**config.mk**
```make
export PLATFORM = sky130hd
export DESIGN_NAME = calendar_date_add_days_flat
export DESIGN_NICKNAME = d
export VERILOG_FILES = /design/src/rtl/cda_pkg.sv /design/src/rtl/cda_in_if.sv /design/src/rtl/cda_out_if.sv /design/src/rtl/calendar_date_add_days.sv /design/src/flat_wrapper.sv
export SDC_FILE = /design/constraint.sdc
export NUM_CORES = 1
export LEC_CHECK = 0
export BUFFER_PORTS_ARGS = -buffer_cell sky130_fd_sc_hd__buf_4
export CORE_ASPECT_RATIO = 0.6
export CORE_MARGIN = 3
export CORE_UTILIZATION = 40
export DETAILED_ROUTE_END_ITERATION = 8
export GPL_ROUTABILITY_DRIVEN = 0
export PLACE_DENSITY = 0.58
export SYNTH_ARGS = -nofsm -noshare
export SYNTH_HDL_FRONTEND = slang
export SYNTH_SLANG_ARGS = --single-unit
```
**constraint.sdc**
```tcl
create_clock -name clk -period 8 [get_ports clk]
set_clock_uncertainty 0.2 [all_clocks]
set_input_delay 1.2 -clock clk [delete_from_list [all_inputs] [get_ports clk]]
set_output_delay 1.2 -clock clk [all_outputs]
set_load 0.02 [all_outputs]
```
**src/rtl/cda_pkg.sv**
```systemverilog
// ----------------------------------------------------------------------------
// cda_pkg: shared types and constants for the Gregorian date adder
// Field widths, payload structs and the month-length lookup.
// ----------------------------------------------------------------------------
`default_nettype none

package cda_pkg;

  localparam int YEAR_W = 14;
  localparam int MON_W  = 4;
  localparam int DAY_W  = 5;
  localparam int ADD_W  = 20;

  // Only the low ADD_DAYS_WIDTH bits of the day count are used (8..20).
  localparam int ADD_DAYS_WIDTH = 20;

  // The ordinal holds the day count plus up to one year of days.
  localparam int ORD_W = ((ADD_DAYS_WIDTH > 9) ? ADD_DAYS_WIDTH : 9) + 1;
  localparam int YLEN_W = 9;

  localparam logic [YEAR_W-1:0] MAX_YEAR   = YEAR_W'(9999);
  localparam logic [YEAR_W-1:0] ERA_YEARS  = YEAR_W'(400);
  localparam logic [YEAR_W-1:0] CENT_1     = YEAR_W'(100);
  localparam logic [YEAR_W-1:0] CENT_2     = YEAR_W'(200);
  localparam logic [YEAR_W-1:0] CENT_3     = YEAR_W'(300);
  localparam logic [YEAR_W-1:0] ERA_LAST   = YEAR_W'(399);
  localparam logic [YLEN_W-1:0] LEAP_YLEN  = YLEN_W'(366);
  localparam logic [YLEN_W-1:0] COMMON_YLEN = YLEN_W'(365);
  localparam logic [MON_W-1:0]  MON_JAN    = MON_W'(1);
  localparam logic [MON_W-1:0]  MON_DEC    = MON_W'(12);
  localparam logic [MON_W-1:0]  MON_IDX_DEC = MON_W'(11);
  localparam logic [DAY_W-1:0]  DAY_FIRST  = DAY_W'(1);
  localparam logic [DAY_W-1:0]  DAY_LAST_DEC = DAY_W'(31);

  typedef struct packed {
    logic [YEAR_W-1:0] start_year;
    logic [MON_W-1:0]  start_month;
    logic [DAY_W-1:0]  start_day;
    logic [ADD_W-1:0]  days_to_add;
  } in_item_t;

  typedef struct packed {
    logic [YEAR_W-1:0] result_year;
    logic [MON_W-1:0]  result_month;
    logic [DAY_W-1:0]  result_day;
    logic              year_overflow;
  } out_item_t;

  // Length of a month given its zero-based index.
  function automatic logic [DAY_W-1:0] month_len(input logic leap,
                                                 input logic [MON_W-1:0] idx);
    logic [DAY_W-1:0] len;
    begin
      unique case (idx)
        MON_W'(1): len = leap ? DAY_W'(29) : DAY_W'(28);
        MON_W'(3), MON_W'(5), MON_W'(8), MON_W'(10): len = DAY_W'(30);
        default: len = DAY_W'(31);
      endcase
      return len;
    end
  endfunction

endpackage

`default_nettype wire

```
**src/rtl/cda_in_if.sv**
```systemverilog
// ----------------------------------------------------------------------------
// cda_in_if: input channel of the date adder
// Valid/ready channel that carries one start date and day count.
// ----------------------------------------------------------------------------
`default_nettype none

interface cda_in_if;
  import cda_pkg::*;

  logic               valid;
  logic               ready;
  cda_pkg::in_item_t  data;

  modport source (output valid, output data, input ready);
  modport sink   (input valid, input data, output ready);
endinterface

`default_nettype wire

```
**src/rtl/cda_out_if.sv**
```systemverilog
// ----------------------------------------------------------------------------
// cda_out_if: result channel of the date adder
// Valid/ready channel that carries one resulting date.
// ----------------------------------------------------------------------------
`default_nettype none

interface cda_out_if;
  import cda_pkg::*;

  logic               valid;
  logic               ready;
  cda_pkg::out_item_t data;

  modport source (output valid, output data, input ready);
  modport sink   (input valid, input data, output ready);
endinterface

`default_nettype wire

```
**src/rtl/calendar_date_add_days.sv**
```systemverilog
// After acceptance the sequencer reduces the year modulo 400, adds the
// lengths of the months before the start, steps whole years, then
// whole months, before the result is registered.
// A new transaction is taken only once the sequencer is idle again; an
// earlier result not yet taken holds the sequencer in ST_FIN.
// Reset: synchronous, active low; clears the sequencer and the result valid.
// ----------------------------------------------------------------------------
// calendar_date_add_days: Gregorian date plus a day count
// A small sequencer drives one shared adder/subtractor and comparator to
// turn the start date into a day ordinal, step whole years, then months.
// ----------------------------------------------------------------------------
`default_nettype none

module calendar_date_add_days (
  input  logic      clk,
  input  logic      rst_n,
  cda_in_if.sink    in_if,
  cda_out_if.source out_if
);
  import cda_pkg::*;

  // Sequencer states.
  localparam logic [2:0] ST_IDLE = 3'd0;  // waiting for a transaction
  localparam logic [2:0] ST_MOD  = 3'd1;  // reduce the year modulo 400
  localparam logic [2:0] ST_MSUM = 3'd2;  // add lengths of months before start
  localparam logic [2:0] ST_YEAR = 3'd3;  // take away whole years
  localparam logic [2:0] ST_MON  = 3'd4;  // take away whole months
  localparam logic [2:0] ST_FIN  = 3'd5;  // hand the result to the output reg

  logic [2:0]        state_r, state_nxt;
  logic [YEAR_W-1:0] year_r, year_nxt;
  // Year modulo 400; it holds the raw year only while ST_MOD reduces it.
  logic [YEAR_W-1:0] rem_r, rem_nxt;
  logic [MON_W-1:0]  mon_r, mon_nxt;
  logic [MON_W-1:0]  midx_r, midx_nxt;
  logic [ORD_W-1:0]  ord_r, ord_nxt;
  logic              ovf_r, ovf_nxt;
  logic              out_valid_r, out_valid_nxt;
  out_item_t         out_data_r, out_data_nxt;

  // Accept-time clamping of the start date.
  logic [MON_W-1:0]  mon_clamp;
  logic [DAY_W-1:0]  day_clamp;
  logic              accept;
  logic              out_free;

  // Leap rule from the running remainder: divisible by 4 and not a
  // century unless the century is a multiple of 400.
  logic              leap;
  logic [YLEN_W-1:0] ylen;
  logic [DAY_W-1:0]  mlen;

  // Shared arithmetic unit: one operand select, one adder, one subtractor
  // and one compare against the running ordinal.
  logic [ORD_W-1:0]  alu_b;
  logic [ORD_W-1:0]  alu_sum;
  logic [ORD_W-1:0]  alu_diff;
  logic              alu_gt;

  assign accept   = in_if.valid && in_if.ready;
  assign out_free = !out_valid_r || out_if.ready;

  always_comb begin
    mon_clamp = in_if.data.start_month;
    if (in_if.data.start_month < MON_JAN) begin
      mon_clamp = MON_JAN;
    end else if (in_if.data.start_month > MON_DEC) begin
      mon_clamp = MON_DEC;
    end
    day_clamp = (in_if.data.start_day == '0) ? DAY_FIRST : in_if.data.start_day;
  end

  assign leap = (year_r[1:0] == 2'b00) && (rem_r != CENT_1) &&
                (rem_r != CENT_2) && (rem_r != CENT_3);
  assign ylen = leap ? LEAP_YLEN : COMMON_YLEN;
  assign mlen = month_len(leap, midx_r);

  assign alu_b    = (state_r == ST_YEAR) ? ORD_W'(ylen) : ORD_W'(mlen);
  assign alu_sum  = ord_r + alu_b;
  assign alu_diff = ord_r - alu_b;
  assign alu_gt   = ord_r > alu_b;

  always_comb begin
    state_nxt     = state_r;
    year_nxt      = year_r;
    rem_nxt       = rem_r;
    mon_nxt       = mon_r;
    midx_nxt      = midx_r;
    ord_nxt       = ord_r;
    ovf_nxt       = ovf_r;
    out_valid_nxt = out_valid_r;
    out_data_nxt  = out_data_r;

    // A waiting result leaves once the sink takes it.
    if (out_valid_r && out_if.ready) begin
      out_valid_nxt = 1'b0;
    end

    unique case (state_r)
      ST_IDLE: begin
        if (accept) begin
          year_nxt = in_if.data.start_year;
          rem_nxt  = in_if.data.start_year;
          mon_nxt  = mon_clamp;
          midx_nxt = '0;
          ord_nxt  = ORD_W'(day_clamp) +
                     ORD_W'(in_if.data.days_to_add[ADD_DAYS_WIDTH-1:0]);
          // A start year outside the range goes straight to saturation.
          ovf_nxt   = in_if.data.start_year > MAX_YEAR;
          state_nxt = (in_if.data.start_year > MAX_YEAR) ? ST_FIN : ST_MOD;
        end
      end
      ST_MOD: begin
        if (rem_r >= ERA_YEARS) begin
          rem_nxt = rem_r - ERA_YEARS;
        end else begin
          state_nxt = ST_MSUM;
        end
      end
      ST_MSUM: begin
        if ((midx_r + MON_W'(1)) < mon_r) begin
          ord_nxt  = alu_sum;
          midx_nxt = midx_r + MON_W'(1);
        end else begin
          midx_nxt  = '0;
          state_nxt = ST_YEAR;
        end
      end
      ST_YEAR: begin
        if (alu_gt) begin
          ord_nxt = alu_diff;
          if (year_r == MAX_YEAR) begin
            ovf_nxt   = 1'b1;
            state_nxt = ST_FIN;
          end else begin
            year_nxt = year_r + YEAR_W'(1);
            rem_nxt  = (rem_r == ERA_LAST) ? '0 : rem_r + YEAR_W'(1);
          end
        end else begin
          state_nxt = ST_MON;
        end
      end
      ST_MON: begin
        if ((midx_r < MON_IDX_DEC) && alu_gt) begin
          ord_nxt  = alu_diff;
          midx_nxt = midx_r + MON_W'(1);
        end else begin
          state_nxt = ST_FIN;
        end
      end
      ST_FIN: begin
        // Wait here only if an earlier result has not been taken yet.
        if (out_free) begin
          out_valid_nxt = 1'b1;
          if (ovf_r) begin
            out_data_nxt.result_year   = MAX_YEAR;
            out_data_nxt.result_month  = MON_DEC;
            out_data_nxt.result_day    = DAY_LAST_DEC;
            out_data_nxt.year_overflow = 1'b1;
          end else begin
            out_data_nxt.result_year   = year_r;
            out_data_nxt.result_month  = midx_r + MON_W'(1);
            out_data_nxt.result_day    = ord_r[DAY_W-1:0];
            out_data_nxt.year_overflow = 1'b0;
          end
          state_nxt = ST_IDLE;
        end
      end
      default: begin
        state_nxt = ST_IDLE;
      end
    endcase
  end

  always_ff @(posedge clk) begin
    if (!rst_n) begin
      state_r     <= ST_IDLE;
      out_valid_r <= 1'b0;
      ovf_r       <= 1'b0;
    end else begin
      state_r     <= state_nxt;
      out_valid_r <= out_valid_nxt;
      ovf_r       <= ovf_nxt;
    end
  end

  // Datapath registers carry no reset; the sequencer qualifies them.
  always_ff @(posedge clk) begin
    year_r     <= year_nxt;
    rem_r      <= rem_nxt;
    mon_r      <= mon_nxt;
    midx_r     <= midx_nxt;
    ord_r      <= ord_nxt;
    out_data_r <= out_data_nxt;
  end

  // A new transaction is taken only when the sequencer is free; the output
  // register lets it start while the previous result still waits.
  assign in_if.ready = (state_r == ST_IDLE);
  assign out_if.valid = out_valid_r;
  assign out_if.data  = out_data_r;

  // An overflowing result always carries the saturated last date.
  assert property (@(posedge clk) disable iff (!rst_n)
    (out_valid_r && out_data_r.year_overflow) |->
      (out_data_r.result_year == MAX_YEAR && out_data_r.result_month == MON_DEC &&
       out_data_r.result_day == DAY_LAST_DEC))
    else $error("overflow result is not 9999-12-31");

  // Once the modulo reduction is done, the remainder stays below 400.
  assert property (@(posedge clk) disable iff (!rst_n)
    (state_r == ST_MSUM || state_r == ST_YEAR || state_r == ST_MON) |->
      (rem_r < ERA_YEARS))
    else $error("year remainder out of range");

  // The year being stepped never leaves the supported range.
  assert property (@(posedge clk) disable iff (!rst_n)
    (state_r == ST_YEAR || state_r == ST_MON) |-> (year_r <= MAX_YEAR))
    else $error("working year past the maximum");

  // A regular result is a real calendar month with a nonzero day.
  assert property (@(posedge clk) disable iff (!rst_n)
    (out_valid_r && !out_data_r.year_overflow) |->
      (out_data_r.result_month >= MON_JAN && out_data_r.result_month <= MON_DEC &&
       out_data_r.result_day != '0))
    else $error("result date is malformed");

  // An accepted transaction keeps the input closed on the next cycle.
  assert property (@(posedge clk) disable iff (!rst_n)
    accept |=> !in_if.ready)
    else $error("input reopened right after a transaction");

endmodule

`default_nettype wire

```
**src/flat_wrapper.sv**
```systemverilog
// flat-port wrapper written by rule: the top's interface ports become plain ports
module calendar_date_add_days_flat import cda_pkg::*;
  (clk, rst_n, in_if_valid, in_if_data, in_if_ready, out_if_valid, out_if_data, out_if_ready);
  cda_in_if in_if_i ();
  cda_out_if out_if_i ();
  input  logic clk;
  input  logic rst_n;
  input wire logic [$bits(in_if_i.valid)-1:0] in_if_valid;
  input wire logic [$bits(in_if_i.data)-1:0] in_if_data;
  output wire logic [$bits(in_if_i.ready)-1:0] in_if_ready;
  output wire logic [$bits(out_if_i.valid)-1:0] out_if_valid;
  output wire logic [$bits(out_if_i.data)-1:0] out_if_data;
  input wire logic [$bits(out_if_i.ready)-1:0] out_if_ready;
  assign in_if_i.valid = in_if_valid;
  assign in_if_i.data = in_if_data;
  assign in_if_ready = in_if_i.ready;
  assign out_if_valid = out_if_i.valid;
  assign out_if_data = out_if_i.data;
  assign out_if_i.ready = out_if_ready;
  calendar_date_add_days u_core (.clk(clk), .rst_n(rst_n), .in_if(in_if_i), .out_if(out_if_i));
endmodule
```
* Word-level counts from Yosys, hierarchy flattened *
Cells that the tools add are included.

cells by class
  reduce and logical (&&, ||, !) cells = 25
  mux-type cells = 41
  eq/ne operators = 27
  add/sub/neg operators = 7
  order comparisons = 7

operators by type and width
  operator                 count
  $mux W14                 7
  $mux W21                 4
  $pmux W21 S4             1
  $pmux W14 S3             1
  $add A14 B1 Y14 const B  2
  $pmux W14 S2             1
  $mux W3                  8
  $add A21 B9 Y21          1
  $add A5 B20 Y21          1
  $gt A21 B9 Y1            1
  $sub A21 B9 Y21          1
  $pmux W3 S6              1
  $mux W4                  4
  $eq A14 B14 Y1 const B   1
  $eq A14 B9 Y1 const B    1
  $ge A14 B9 Y1 const B    1
  $gt A14 B14 Y1 const B   1
  $ne A14 B7 Y1 const B    1
  $ne A14 B8 Y1 const B    1
  $ne A14 B9 Y1 const B    1
  $sub A14 B9 Y14 const B  1
  $ne A2 B2 Y1 const B     6
  $pmux W4 S3              1
  $ne A2 B1 Y1 const B     5
  other kinds (35)         54

storage, ports and cells
  output and inout bits = 26
  logic and storage cells = 120
  bits in registers = 86
  bits of input ports = 47

* Depth between registers and ports, before layout *
Gate-level depths: netlist of the first run.

  word-level depth = 11
  mapped depth = 17

* Least setup slack after synthesis of the first run *
Ideal clock, no wire load.

  kind = flip-flop to flip-flop
  start = register u_core.state_r[0]
  end = register u_core.ord_r[0], enable pin
  data arrival time = 3.880 ns
  data required time = 7.391 ns
  clock period less this slack = 4.488 ns
  library setup time = 0.409 ns
  cell stages (with the launch flop) = 17
  path slack = 3.512 ns
  cell sequence = dfxtp_1 -> clkbuf_1 -> nand2b_1 -> or2_2 -> buf_2 -> inv_1 -> buf_6 -> clkbuf_1 -> o21ai_0 -> ha_1 -> nor2_1 -> o311a_2 -> or2_1 -> buf_6 -> a21o_1 -> nand2_1 -> a22oi_1

on the way
  longest elaborated chain between the ends = 6
  elaborated cells between the ends (all ways) = 14
  those cells by class = order compare: 1; eq/ne: 7; mux: 1; reduce/logical: 5

ends and longest elaborated chain
  element                          RTL line                                                    text
  from (decl)                      calendar_date_add_days.sv:30                                logic [2:0] state_r, state_nxt;
  from (signal assigned)           calendar_date_add_days.sv:181                               state_r <= state_nxt;
  $eq A3 B2 Y1                     calendar_date_add_days.sv:78, calendar_date_add_days.sv:99
  $mux W9                          calendar_date_add_days.sv:78                                assign alu_b = (state_r == ST_YEAR) ? ORD_W'(ylen) : ORD_W'(mlen);
  $gt A21 B9 Y1                    calendar_date_add_days.sv:81                                assign alu_gt = ord_r > alu_b;
  $logic_and A1 B1 Y1              calendar_date_add_days.sv:144                               if ((midx_r < MON_IDX_DEC) && alu_gt) begin
  $ne A2 B1 Y1 (no line)           -
  $reduce_and A5 Y1 (no line) (*)  -
  to (signal assigned)             calendar_date_add_days.sv:193                               ord_r <= ord_nxt;
  to (decl)                        calendar_date_add_days.sv:36                                logic [ORD_W-1:0] ord_r, ord_nxt;

Every way passes the cells marked *; elsewhere a longest branch is shown, timed or not.
A chain may end at the register's enable or synchronous reset.

* Final worst setup path of the first run *
  start = register u_core.state_r[0]
  end = register u_core.ord_r[18] (data pin)

on the way
  longest elaborated chain between the ends = 5
  elaborated cells between the ends (all ways) = 11
  those cells by class = add/sub: 2; eq/ne: 3; mux: 5; reduce/logical: 1

ends and longest elaborated chain
  element                                             RTL line                                                                                     text
  $eq A3 B2 Y1                                        calendar_date_add_days.sv:78, calendar_date_add_days.sv:99
  $mux W9                                             calendar_date_add_days.sv:78
  $sub A21 B9 Y21 or $add A21 B9 Y21 (tied branches)  calendar_date_add_days.sv:80, calendar_date_add_days.sv:79
  $mux W21, on equally long branches                  calendar_date_add_days.sv:144, calendar_date_add_days.sv:121, calendar_date_add_days.sv:130
  $pmux W21 S4 (*)                                    calendar_date_add_days.sv:99                                                                 unique case (state_r)
  named net u_core.ord_nxt[18]                        calendar_date_add_days.sv:36

Mark *: on every way through the listed nets, which the timed path passes. The rest lies on a longest branch. The select of a mux whose other input is x is not followed.

==> summary.txt, run 1 <==
Global routing
  – Initial antenna violation count: 0
  – Total track usage: 20.4%
  – Total gr overflow: 0
  – First-pass GRT wire length: 28,800 µm
  – Largest net degree at the start of global routing: 31
  – Vias in the first global route: 5,116

Worst setup path
  – CP Class: reg2reg
  – Crit path DAT: 5.70 ns
  – Most frequent CP cell: inv_1
  – Crit end category: flop
  – R2R Path End: u_core.ord_r[18]
  – Cells along the critical path: nand2b_1 > or2_2 > inv_1 > nand2_1 > o21ai_0 > ha_1 > inv_1 > fa_1 > nor4b_1 > o21a_1 > a211oi_1 > nand4_1 > xor2_1 > o221ai_1
  – FF-to-FF setup slack: 2.17 ns
  – FF-to-FF path depth: 14
  – Crit-path leading delay family: simple AND/OR/NAND/NOR gates
  – Critical R2R Launch: u_core.state_r[0]
  – Req. time, crit path: 7.87 ns
  – CP Launch Type: flop
  – CP bufs+invs: 2
  – Crit-path slowest cell: a211oi_1
  – Crit-path max FO: 30
  – CP peak stage delay: 0.74 ns

Logic synthesis
  – Ys flop type: edfxtp_1
  – #FFs+latches synth: 86
  – Cell variety after synth: 74
  – Post-synth net total: 774
  – Syn Std Cell Area: 6470 µm²
  – EDFF count, synth: 81
  – Asr flop ratio synth: 0%
  – Mapped Avg Cell Area: 9.36 µm²
  – Synth Warn #: 0
  – Top cells by area, synth: edfxtp_1, ha_1, xor2_1
  – Sequential share of the synthesized area: 39.1%
  – Area leader, netlist: edfxtp_1
  – Yosys top cell area share: 37.6%
  – Mapped Cells: 691

Timing
  – Slew Viols, Final: 0
  – Fmax: 0.172 GHz
  – Clock period minus final worst setup slack: 5.83 ns
  – RSZ-0062 raised after global routing: no
  – Fin. Hold Viols: 0
  – Slew @ Worst Pin: 1.11 ns
  – Setup TNS: 0 ns
  – Worst slew margin: 25.5%
  – Final period util: 72.9%
  – WHS: 0.398 ns
  – Setup Viol. Count Final: 0

Clocking
  – Clock root buffer: clkbuf_16
  – Post-CTS Hold Buffers: 0
  – TritonCTS clock tree: yes
  – CTS H-Tree Depth: 3
  – CTS Buf Count: 9
  – Post_cts resized: 0
  – Setup repair bufs after CTS: 0
  – Clk slew on worst S/H paths: 0.07 ns
  – Clk buf depth: 2
  – Later-pin clock latency in the skew report: 0.35 ns
  – Clock sinks: 86

Route
  – Top Metal Used: met4
  – Post-DR wirelength/cell: 19.2 µm
  – M1 WL: 9580 µm
  – Iter 0 DRT Violations: 459
  – Vias per cell: 5.90
  – Routed via count: 5,586
  – Met3 WL post-DR: 1650 µm
  – Met2 routed WL: 6800 µm
  – Total routed wirelength: 18,200 µm
  – Initial DRT Pass Iterations: 5
  – Drc violations: 0
  – Routed Antenna Nets: 0

Pwr
  – Leakage: 2.76 nW
  – Pwr dens: 366 nW/µm²
  – Maximum VDD drop: 0.000153 V

Layout
  – Ratio of cells with drive above 1 in the final layout: 16.8%
  – P&R area growth vs syn: 14.4%
  – Final net count: 820

Die
  – Starting Density: 41.5%
  – Die H: 105 µm
  – Core Rows: 35
  – Core Region: 15,600 µm²
  – Die width: 170 µm
  – Die area: 17,800 µm²
  – Num ports: 73

Placed design
  – Port bufs: 72
  – DP HPWL: 13,900 µm

Job
  – Max Cap Viol: 0

Min path
  – Hold path startpoint: u_core.year_r[10]
  – Hold path depth: 1
  – Hold crit path type: reg2reg
  – Hold Path End: u_core.out_if.data[20]

Run status
  – Status: finished clean
-- placed cells by master (no fill, tap or decap), types with 18 or more instances in the layout --
cell	Yosys	final
inv_1	31	31
nand3_1	18	18
xor2_1	32	32
o21ai_0	41	41
nor2_1	57	57
ha_1	33	33
a21oi_1	26	26
buf_4	0	76
edfxtp_1	81	81
nand2_1	64	64
xnor2_1	29	29
-- final cells by class --
| class | count | area, µm² |
|---|---|---|
| Antenna cell | 1 | 2.50 |
| Sequential cell | 86 | 2530 |
| Clock buffer | 9 | 225 |
| Clock inverter | 7 | 75.1 |
| Multi-Input combinational cell | 532 | 3620 |
| Fill cell | 1486 | 8190 |
| Timing Repair Buffer | 76 | 571 |
| Inverter | 32 | 120 |
| Tap cell | 203 | 254 |
-- state kept, by name, summed over array words and instances, names as in the netlist --
signal and flops:
u_core.ovf_r 1, u_core.rem_r 14, u_core.ord_r 21, u_core.midx_r 4
u_core.mon_r 4, u_core.state_r 3, u_core.year_r 14, u_core.out_if.data 24
u_core.out_if.valid 1
-- logic make-up (layout without fill, tap and decap cells) --
logic type | count (synthesis) | after routing | share of synthesized area (%)
adders and majority gates | 36 | 36 | 7.31
xor gates and xnor gates | 61 | 61 | 8.26
muxes | 1 | 1 | 0.348
DFF | 86 | 86 | 39.1
and+or+nand+nor | 248 | 248 | 19.7
other | 0 | 1 | 0
buffers and inverters | 73 | 124 | 4.97
AOI/OAI and AO/OA | 186 | 186 | 20.2
-- metrics by stage --
stage | total power [W] | instances | instance area (µm²) | setup slack, ns | utilization (%)
detailed placement | 0.00225 | 929 | 7100 | 2.25 | 45.5
CTS | 0.00269 | 945 | 7400 | 2.24 | 47.5
global placement | 0.00223 | 929 | 7100 | 2.61 | 45.5
finish | 0.00271 | 946 | 7400 | 2.17 | 47.5
global route | 0.00289 | 945 | 7400 | 1.62 | 47.5
floorplan | 0.00187 | 691 | 6470 | 3.51 | -
-- cells in the mapped netlist, drive strengths merged (9+ instances only) --
library cell,number
edfxtp,81
nand2,64
nor2,57
o21ai,44
ha,33
clkbuf,32
xor2,32
inv,31
xnor2,29
a21oi,26
nand3,18
or2,17
nand4,13
nor2b,12
nor3,12
o221ai,11
and3,10
buf,9
nand2b,9
o22ai,9
-- power by group --
part	switching [W]	internal (W)	total, W
Sequential	0.000258	0.000745	0.00100
Clock	0.000204	0.000221	0.000425
Combinational	0.000766	0.000517	0.00128
Total	0.00123	0.00148	0.00271
-- worst max path at each step --
stage                                  from          endpoint  slack, ns  cells after the start
after floorplan           u_core.state_r[0]   u_core.ord_r[0]       3.51                     16
after global placement    u_core.state_r[0]  u_core.ord_r[16]       2.61                     14
after detailed placement  u_core.state_r[0]  u_core.ord_r[16]       2.25                     14
after CTS                 u_core.state_r[0]  u_core.ord_r[18]       2.24                     14
after global routing      u_core.state_r[0]  u_core.ord_r[16]       1.62                     14
final                     u_core.state_r[0]  u_core.ord_r[18]       2.17                     14
-- layer usage --
layer  vias to the layer above  track usage [%]
li1                       2662                -
met5                         -                0
met2                       228             24.9
met4                         0             3.88
met3                        13             4.98
met1                      2683             34.7
Power figures use the tool's default switching activity.
==> run 2: changes to the inputs <==
--- a/config.mk
+++ b/config.mk
@@ -5,6 +5,7 @@
 export SDC_FILE = /design/constraint.sdc
 export NUM_CORES = 1
 export LEC_CHECK = 0
+export ABC_AREA = 1
 export BUFFER_PORTS_ARGS = -buffer_cell sky130_fd_sc_hd__buf_4
 export CORE_ASPECT_RATIO = 0.6
 export CORE_MARGIN = 3
==> constraint.sdc (replaced) <==
create_clock -name clk -period 6 [get_ports clk]
set_clock_uncertainty 0.2 [all_clocks]
set_input_delay 0.9 -clock clk [delete_from_list [all_inputs] [get_ports clk]]
set_output_delay 0.9 -clock clk [all_outputs]
set_load 0.02 [all_outputs]
==> run 2 against run 1 <==
Design area grew 7.8%; sequential share of layout area shrank 2.5 points; critical path depth grew 4; via count grew 19%; fmax grew 22%; wire length grew 14%; synthesized cell count grew 40%; final cell count grew 34%; flip-flop and latch count is the same; core utilization grew 0.66 points; non-clock buffer count shrank 1; critical endpoint is now u_core.year_r[12]; highest routed layer unchanged.
==> summary.txt, run 2 <==
Timing
  – Setup Viol. Count Final: 0 (unchanged)
  – Worst slew margin: 28.1% (+2.6 points)
  – Setup TNS: 0 ns (unchanged)
  – Fmax: 0.209 GHz (+22%)
  – Fin. Hold Viols: 0 (unchanged)
  – WHS: 0.392 ns (-0.00530 ns)
  – Slew @ Worst Pin: 1.07 ns (-0.0403 ns)
  – Slew Viols, Final: 0 (unchanged)
  – RSZ-0062 raised after global routing: no
  – Clock period minus final worst setup slack: 4.78 ns (-1.05 ns)
  – Final period util: 79.6% (+6.7 points)

Die
  – Die width: 176 µm (+3.3%)
  – Num ports: 73 (unchanged)
  – Core Region: 16,600 µm² (+6.3%)
  – Die area: 19,000 µm² (+6.6%)
  – Starting Density: 41.7% (+0.23 points)
  – Die H: 108 µm (+3.2%)
  – Core Rows: 36 (+2.9%)

Worst setup path
  – Crit path DAT: 4.54 ns (-1.16 ns)
  – CP Launch Type: flop
  – Crit-path max FO: 14 (-53%)
  – CP Class: reg2reg
  – Req. time, crit path: 5.76 ns (-2.11 ns)
  – Crit end category: flop

Layout
  – Largest register FFs: 24 (unchanged)
  – P&R area growth vs syn: 15.4%
  – Final net count: 1,117 (+36%)
  – Commonest non-fill, non-tap cell in the layout: nand2_1
  – Leading cell types in the layout, fill and taps excluded: nand2_1, inv_1, nor2_1
  – ANT cells: 0 (-1)
  – Ratio of cells with drive above 1 in the final layout: 11.7% (-5.1 points)
  – Fillers: 1,722 (+16%)
  – Final core utilization: 48.1% (+0.66 points)

Logic synthesis
  – Area leader, netlist: edfxtp_1
  – Synth Warn #: 0 (unchanged)
  – Ys flop type: edfxtp_1
  – Sequential share of the synthesized area: 36.6% (-2.5 points)
  – Top cells by area, synth: edfxtp_1, nand2_1, inv_1
  – Yosys top cell area share: 35.2% (-2.4 points)
  – Mapped Avg Cell Area: 7.13 µm² (-24%)
  – Asr flop ratio synth: 0% (unchanged)
  – Mapped Cells: 970 (+40%)
  – Dominant cell by count in the synthesized netlist: nand2_1
  – EDFF count, synth: 81 (unchanged)
  – Cell variety after synth: 43 (-42%)
  – Most common library cells after synthesis: nand2_1, inv_1, nor2_1, nand3_1, edfxtp_1
  – Syn Std Cell Area: 6920 µm² (+6.9%)
  – #FFs+latches synth: 86 (unchanged)
  – Post-synth net total: 1,053 (+36%)

Route
  – Routed Antenna Nets: 0 (unchanged)
  – Routed via count: 6,642 (+19%)
  – Iter 0 DRT Violations: 773 (+68%)
  – Vias per cell: 5.24 (-11%)
  – Initial DRT Pass Iterations: 5 (unchanged)
  – Post-DR wirelength/cell: 16.4 µm (-15%)
  – Total routed wirelength: 20,700 µm (+14%)
  – Drc violations: 0 (unchanged)

Clocking
  – Post_cts resized: 0 (unchanged)
  – Setup repair bufs after CTS: 0 (unchanged)
  – Clk buf depth: 2 (unchanged)
  – Clock root buffer: clkbuf_16
  – CTS H-Tree Depth: 3 (unchanged)
  – Clk slew on worst S/H paths: 0.07 ns (about the same)
  – CTS Buf Count: 9 (unchanged)
  – Later-pin clock latency in the skew report: 0.34 ns (about the same)
  – TritonCTS clock tree: yes
  – Post-CTS Hold Buffers: 0 (unchanged)
  – Clock sinks: 86 (unchanged)

Min path
  – Hold crit path type: reg2reg

Global routing
  – Total track usage: 22.1% (+1.7 points)
  – GR Layer Usage met2: 24.5% (-0.36 points)
  – Total gr overflow: 0 (unchanged)
  – Largest net degree at the start of global routing: 29 (-6.5%)
  – Busiest grt layer: met1
  – Vias in the first global route: 5,705 (+12%)
  – GRT met3 Usage: 8.70% (+3.7 points)
  – First-pass GRT wire length: 32,400 µm (+12%)
  – Initial antenna violation count: 0 (unchanged)
  – Met1 usage in global routing: 37.6% (+2.9 points)

Placed design
  – DP HPWL: 16,500 µm (+19%)
  – Port bufs: 72 (unchanged)

Pwr
  – Clock group share of total power: 13.7% (-2.0 points)
  – Net Sw Frac: 51.0% (+5.7 points)
  – Net load switching power: 0.00211 W (+72%)
  – Combinational Power Share: 53.5% (+6.2 points)
  – Seq pwr share: 32.8% (-4.2 points)
  – Pwr dens: 518 nW/µm² (+42%)
  – Int Pwr: 0.00203 W (+37%)
  – Leakage: 3.65 nW (+32%)
  – Maximum VDD drop: 0.000187 V (+22%)

Job
  – Max Cap Viol: 0 (unchanged)

Run status
  – Status: finished clean
-- run 2: cell count changes in the layout (fill, tap and decap cells not counted), sizes merged, moves of 9 or more --
| cell | delta |
|---|---|
| nand2 | +177 |
| inv | +114 |
| nand3 | +82 |
| nor2 | +64 |
| xnor2 | -24 |
| a21oi | +14 |
| nand4 | +12 |
| nor2b | -12 |
| and3 | -10 |
| nor3 | +10 |
| nand2b | -9 |
-- run 2: worst paths after layout --
check,start,to,slack [ns],depth (start not counted)
worst min register to register,u_core.state_r[2],u_core.state_r[2],0.39,2
worst min-delay path,u_core.state_r[2],u_core.state_r[2],0.39,2
worst max register to register,u_core.rem_r[4],u_core.year_r[12],1.22,18
worst max-delay path,u_core.rem_r[4],u_core.year_r[12],1.22,18
-- run 2: area by class of cell --
| cell class | instances | area (µm²) | share of cell area (%) |
|---|---|---|---|
| multi-input cells | 717 | 3750 | 47.0 |
| repair buffers | 75 | 563 | 7.06 |
| flip-flops and latches | 86 | 2530 | 31.7 |
| inverters | 145 | 547 | 6.85 |
| clock inverters | 7 | 76.3 | 0.956 |
| well taps | 228 | 285 | 3.57 |
| clock buffers | 9 | 225 | 2.82 |
-- run 2: worst max-delay path, stage by stage (launching register included) --
cell and delay, ns:
edfxtp_1 0.47, inv_1 0.24, ha_1 0.23, nand4_1 0.09, or3_1 0.38, nand2_1 0.08, nor2_1 0.05, a21oi_1 0.40
inv_1 0.09, ha_1 0.34, inv_1 0.10, nand3_1 0.12, nand2_1 0.13, nand3_1 0.12, nand3_1 0.16, nand2_1 0.10
nand2_1 0.06, nand2_1 0.17, nor3_2 0.85
-- run 2: power by group through the flow --
stage / clock, W / sequential [W] / combinational (W)
floorplan: 0 / 0.00124 / 0.00157
global placement: 0 / 0.00135 / 0.00217
detailed placement: 0 / 0.00136 / 0.00214
CTS: 0.000584 / 0.00134 / 0.00216
global route: 0.000610 / 0.00139 / 0.00248
finish: 0.000569 / 0.00136 / 0.00221
-- run 2: through the flow --
stage | setup slack (ns) | total power (W) | area, µm² | std cells
after floorplan | 1.05 | 0.00281 | 6920 | 970
after global placement | 1.44 | 0.00352 | 7680 | 1251
after detailed placement | 1.29 | 0.00350 | 7680 | 1251
after CTS | 1.28 | 0.00409 | 7980 | 1267
after global routing | 0.835 | 0.00448 | 7980 | 1267
final | 1.22 | 0.00414 | 7980 | 1267
-- run 2: routing by layer --
metal | vias to the layer above | wire, µm
met5 | - | 0
met4 | 0 | 104
met3 | 6 | 2740
met2 | 347 | 6750
met1 | 2932 | 11100
li1 | 3357 | -
-- run 2: logic make-up (layout without fill, tap and decap cells) --
logic type / count (synthesis) / in the layout / synth area share, %
XOR/XNOR: 29 / 29 / 3.67
AO/OA/AOI/OAI: 126 / 126 / 10.4
AND/OR/NAND/NOR: 526 / 526 / 33.1
adder cells (fa/ha/maj): 36 / 36 / 6.84
buffers and inverters: 167 / 236 / 9.35
flip-flops: 86 / 86 / 36.6
